==> config.mk <==
export PLATFORM = sky130hd
export DESIGN_NAME = bis_ctrl
export DESIGN_NICKNAME = d
export VERILOG_FILES = /design/src/rtl/bis_pkg.sv /design/src/rtl/bis_ctrl.sv
export SDC_FILE = /design/constraint.sdc
export NUM_CORES = 1
export LEC_CHECK = 0
export ABC_AREA = 0
export BUFFER_PORTS_ARGS = -buffer_cell sky130_fd_sc_hd__buf_2
export CAP_MARGIN = 20
export CELL_PAD_IN_SITES_DETAIL_PLACEMENT = 1
export CELL_PAD_IN_SITES_GLOBAL_PLACEMENT = 1
export CORE_AREA = 4 4 41 43
export CTS_BUF_LIST = sky130_fd_sc_hd__clkbuf_4
export CTS_CLUSTER_DIAMETER = 100
export DETAILED_ROUTE_END_ITERATION = 7
export DIE_AREA = 0 0 45 47
export PLACE_DENSITY_LB_ADDON = 0.1
export REMOVE_ABC_BUFFERS = 1
export SYNTH_ARGS = -nofsm -noshare
export SYNTH_HDL_FRONTEND = slang
export SYNTH_SLANG_ARGS = --single-unit
==> constraint.sdc <==
create_clock -name clk -period 1.3 [get_ports clk]
set_clock_uncertainty 0.05 [all_clocks]
set_input_delay 0 -clock clk [delete_from_list [all_inputs] [get_ports clk]]
set_output_delay 0 -clock clk [all_outputs]
set_load 0.1 [all_outputs]
==> src/rtl/bis_pkg.sv <==
`timescale 1ns / 1ps
`default_nettype none

package bis_pkg;

    // field widths
    localparam int unsigned DATA_W      = 32;
    localparam int unsigned CNT_W       = 9;
    localparam int unsigned POS_W       = 8;
    localparam int unsigned OP_W        = 2;
    localparam int unsigned IN_TDATA_W  = 48;
    localparam int unsigned OUT_TDATA_W = 48;

    // capacity after reset
    localparam logic [CNT_W-1:0] CAPACITY_RST = 9'd256;

    // operation codes
    typedef enum logic [OP_W-1:0] {
        OP_PUSH   = 2'd0,
        OP_POP    = 2'd1,
        OP_READ   = 2'd2,
        OP_SEARCH = 2'd3
    } opcode_t;

    // controller states
    typedef enum logic [1:0] {
        ST_IDLE,
        ST_SCAN,
        ST_RESULT
    } state_t;

    // controller to datapath
    typedef struct packed {
        logic start;
        logic scan;
        logic finish;
    } ctrl_cmd_t;

    // datapath to controller
    typedef struct packed {
        logic search_go;
        logic scan_done;
        logic out_free;
    } ctrl_sts_t;

endpackage

`default_nettype wire

==> src/rtl/bis_ctrl.sv <==
`timescale 1ns / 1ps
`default_nettype none

module bis_ctrl (
    input  wire logic              clk,
    input  wire logic              rst_n,
    input  wire logic              s_tvalid,
    output logic                   s_tready,
    input  wire bis_pkg::ctrl_sts_t sts,
    output bis_pkg::ctrl_cmd_t     cmd
);

    bis_pkg::state_t state_reg;
    bis_pkg::state_t state_next;

    // state register
    always_ff @(posedge clk or negedge rst_n)
    begin
        if (!rst_n)
        begin
            state_reg <= bis_pkg::ST_IDLE;
        end
        else
        begin
            state_reg <= state_next;
        end
    end

    // next state
    always_comb
    begin
        state_next = state_reg;
        unique case (state_reg)
            bis_pkg::ST_IDLE:
            begin
                if (s_tvalid)
                begin
                    state_next = sts.search_go ? bis_pkg::ST_SCAN : bis_pkg::ST_RESULT;
                end
            end
            bis_pkg::ST_SCAN:
            begin
                if (sts.scan_done)
                begin
                    state_next = bis_pkg::ST_RESULT;
                end
            end
            bis_pkg::ST_RESULT:
            begin
                if (sts.out_free)
                begin
                    state_next = bis_pkg::ST_IDLE;
                end
            end
            default:
            begin
                state_next = bis_pkg::ST_IDLE;
            end
        endcase
    end

    // commands
    always_comb
    begin
        s_tready   = 1'b0;
        cmd.start  = 1'b0;
        cmd.scan   = 1'b0;
        cmd.finish = 1'b0;
        unique case (state_reg)
            bis_pkg::ST_IDLE:
            begin
                s_tready  = 1'b1;
                cmd.start = s_tvalid;
            end
            bis_pkg::ST_SCAN:
            begin
                cmd.scan = 1'b1;
            end
            bis_pkg::ST_RESULT:
            begin
                cmd.finish = sts.out_free;
            end
            default:
            begin
                s_tready = 1'b0;
            end
        endcase
    end

endmodule

`default_nettype wire

# [Word level (Yosys, flattened, before mapping)]
# Cells that the tools add are included.
[classes] n_addsub=0 mul=0 div_mod_pow=0 magnitude_cmp=0 eq_ne=5 shifts=0 muxes=9 bitwise=0 n_reduce_logical=2
[op_table] cell="two-way mux 2 bit" count=4
[op_table] cell="!= test 2 bit, second input constant" count=3
[op_table] cell="case mux 2 bit (3 select lines)" count=1
[op_table] cell="two-way mux 1 bit" count=4
[op_table] cell="AND reduction 3 bit" count=1
[op_table] cell="== test 2 x 1 -> 1 bit, second input constant" count=1
[op_table] cell="== test 2 bit, second input constant" count=1
[op_table] cell="logical NOT 2 bit" count=1
[totals] reg_bits=2 latchBits=0 ram_bits=0 romBits=0 input_bits=6 out_inout_bits=4 elab_cells=17 memories=0

# [Depth between registers and ports, before layout]
[depth] depth_word=3 mapped_depth=2 ltp_nobuf=2

# [Least setup slack after synthesis]
# Ideal clock, no wire load.
[synth_timing] path_type="register to output" startpoint="reg state_reg[1]" endpoint="out cmd[2] (netlist bit)" arrival_ns=2.610 required_ns=1.250 setup_slack_ns=-1.360 path_stages_with_launch=3 path_buffers=0 path_cell_list="dfrtp_1 -> nor2_1 -> and2_1"
[synth_rtl] item="start: declaration" line="bis_ctrl.sv:13" text="bis_pkg::state_t state_reg;"
[synth_rtl] item="start signal: assignment" line="bis_ctrl.sv:21" text="state_reg <= bis_pkg::ST_IDLE;"
[synth_rtl] item="start signal: assignment" line="bis_ctrl.sv:25" text="state_reg <= state_next;"
[synth_rtl] item="end: declaration" line="bis_ctrl.sv:10" text="output bis_pkg::ctrl_cmd_t cmd"

==> out/results.tsv <==
stage	metric	value	unit
layout	n_antenna_cell	0	
detailed_routing	wl_met2	191	um
pwr	leakage	0.000142	uW
sta	drv_slew	0	
place	place_ws	0.212	ns
worst_hold_path	hold_path_startpoint	s_tvalid	
place	place_congestion	0.616	
worst_hold_path	worstHoldPathCells	3	
detailed_routing	wl	404	um
global_route	grt_max_degree	9	
worst_setup_path	max_stage_delay	0.43	ns
die	dieWidth	45	um
sta	slew_headroom	85.4	%
synthesis	synth-seq-cells	2	
sta	tightestPinTransition	0.219	ns
detailed_routing	met1_length	171	um
synthesis	synth-seq-area-share	39.6	%
synthesis	yosys-top-cells-area	dfrtp_1, a21oi_1, and3b_2	
worst_setup_path	crit_arrival	1.17	ns
clock_tree	cts_buffers	3	
detailed_routing	drt-pass1-iter-count	2	
worst_setup_path	path_cells	nor2_2, and2_1, buf_12	
worst_setup_path	reg2reg_from	state_reg[0]$_DFFE_PN0P_	
global_route	grt_use_total	5.68	%
pwr	ir_drop	0.00125	V
worst_setup_path	r2r_end	state_reg[1]$_DFFE_PN0P_	
global_route	grt_pass1_wl	738	um
synthesis	synth_top_area_share	39.6	%
clock_tree	cts.htree.levels	1	
synthesis	synth_common_cells	a21oi_1, dfrtp_1	
synthesis	ys_warn_count	0	
synthesis	avgSynthCellArea	9.72	sq um
synthesis	syn_inst	13	
worst_hold_path	hold_path_end	state_reg[0]$_DFFE_PN0P_	
layout	nets	38	
global_route	overflow	0	
synthesis	yosysTopAreaCell	dfrtp_1	
sta	setup_ws	0.0838	ns
flow_run	max_cap_viol_count	0	
clock_tree	cts_sinks	2	
clock_tree	path_clk_slew	0.03	ns
sta	fin_tns_setup	0	ns
sta	hold_violations	0	
detailed_routing	drcViolationCount	0	
place	numPortBuffers	9	
die	fp.coreArea	1300	sq um
pwr	seqPwrFrac	13.8	%
worst_setup_path	r2r_cells	2	
layout	post_route_cells_drive_above_1_share	53.3	%
sta	setup_viol	0	
detailed_routing	wire_per_inst	8.98	um
global_route	grt_pass1_vias	173	
worst_setup_path	crit_fanout	6	
worst_setup_path	crit_type	flip-flop to output port	
worst_hold_path	hold_path.class	input port to flip-flop	
synthesis	synth_cell_type_count	11	
die	initial_core_util	9.71	%
synthesis	syn_area	126	sq um
pwr	switching_share	52.4	%
worst_setup_path	slowest_stage	dfrtp_1	
layout	largest_reg_flops	2	
pwr	power_frac_clock	15.1	%
synthesis	async_flop_share	100	%
sta	fmax	822	MHz
synthesis	synth_ff_type	dfrtp_1	
clock_tree	cts_root_buf	clkbuf_4	
detailed_routing	first_iter_violations	3	
layout	n_fill_cell	161	
global_route	antenna_found_initial	0	
die	rows	13	
clock_tree	cts_tree	built	
detailed_routing	vias	173	
worst_setup_path	rrSetupSlack	0.21	ns
layout	area_growth	155	%
die	dieArea	2120	sq um
sta	period_needed	1.22	ns
detailed_routing	ant_nets	0	
clock_tree	clk_path_buf_depth	2	
pwr	p_per_area	2880	nW/um^2
detailed_routing	dr_wl_met3	42	um
worst_setup_path	cp.required	1.25	ns
sta	period_share	93.6	%
pwr	pwr-share-comb	71.1	%
pwr	p_int	442	uW
detailed_routing	topRoutingLayerUsed	met3	
die	ioPinCount	10	
detailed_routing	viasPerCell	3.84	
die	die_h	47	um
worst_setup_path	cp-start-kind	flip-flop	
clock_tree	clk_latency	0.22	ns
synthesis	synth_edf_count	0	
worst_setup_path	worstSetupEndpointType	output port	
run_status	status	completed	
pwr	p_switching	488	uW
-- power groups by stage --
stage          clock [uW]  combinational, uW  sequential [uW]
6_report              140                661              128
5_1_grt               160                686              137
4_1_cts               152                666              126
3_5_place_dp            0                656              127
3_3_place_gp            0                652              126
2_1_floorplan           0                406              113
-- metrics by stage --
stage | hold WS [ns] | total power (uW) | area (sq um) | cells | utilization [%]
finish | 0.0246 | 930 | 323 | 45 | 24.8
global route | 0.0447 | 984 | 323 | 45 | 24.8
floorplan | -0.346 | 520 | 126 | 13 | -
detailed placement | -0.264 | 783 | 258 | 38 | 19.8
CTS | 0.0214 | 944 | 320 | 45 | 24.6
global placement | -0.265 | 777 | 258 | 38 | 19.8
-- worst max-delay path, delay by kind of cell (launching register included) --
family | cells | cell delay [ns]
buffers and inverters | 1 | 0.18
and+or+nand+nor | 2 | 0.33
DFF | 1 | 0.43
-- layer usage --
layer	vias to the layer above	global-route usage (%)
li1	81	-
met1	84	5.20
met2	8	6.78
met3	0	4.98
met4	0	7.02
met5	-	0
-- cell usage in the layout, fill, tap and decap left out --
cell	n
a21oi_1	2
a21oi_2	1
and2_1	1
and3b_2	1
buf_12	4
buf_2	5
buf_4	1
clkbuf_4	3
dfrtp_1	2
dlygate4sd3_1	4
nand3b_1	1
nor2_2	1
nor2b_1	1
o21a_1	1
or2b_1	1
or3b_1	1
-- cell families after synthesis --
group              count (synthesis)  synth area share, %
and+or+nand+nor                    7                 39.6
DFF                                2                 39.6
AOI/OAI and AO/OA                  4                 20.8
-- layout make-up --
| type | instances | area (sq um) | share of cell area (%) |
|---|---|---|---|
| Timing Repair Buffer | 14 | 153 | 47.3 |
| Sequential cell | 2 | 50.0 | 15.5 |
| Multi-Input combinational cell | 11 | 78.8 | 24.4 |
| Tap cell | 15 | 18.8 | 5.81 |
| Clock buffer | 3 | 22.5 | 6.98 |
-- worst max-delay path by stage --
stage	endpoint	startpoint	slack (ns)
after detailed placement	state_reg[1]$_DFFE_PN0P_	state_reg[0]$_DFFE_PN0P_	0.21
after global placement	state_reg[1]$_DFFE_PN0P_	state_reg[0]$_DFFE_PN0P_	0.23
after global routing	cmd[2]	state_reg[0]$_DFFE_PN0P_	-0.01
final	cmd[2]	state_reg[1]$_DFFE_PN0P_	0.08
after CTS	cmd[2]	state_reg[1]$_DFFE_PN0P_	0.03
after floorplan	cmd[2]	state_reg[1]$_DFFE_PN0P_	-1.36
-- repair_timing --
action / CTS / global route
endpoints found under the setup margin: 0 / 1
resized for setup: 0 / 1
hold buffers: 4 / 0
setup buffers: 0 / 0
endpoints found under the hold margin: 4 / 0
Power figures use the tool's default switching activity.
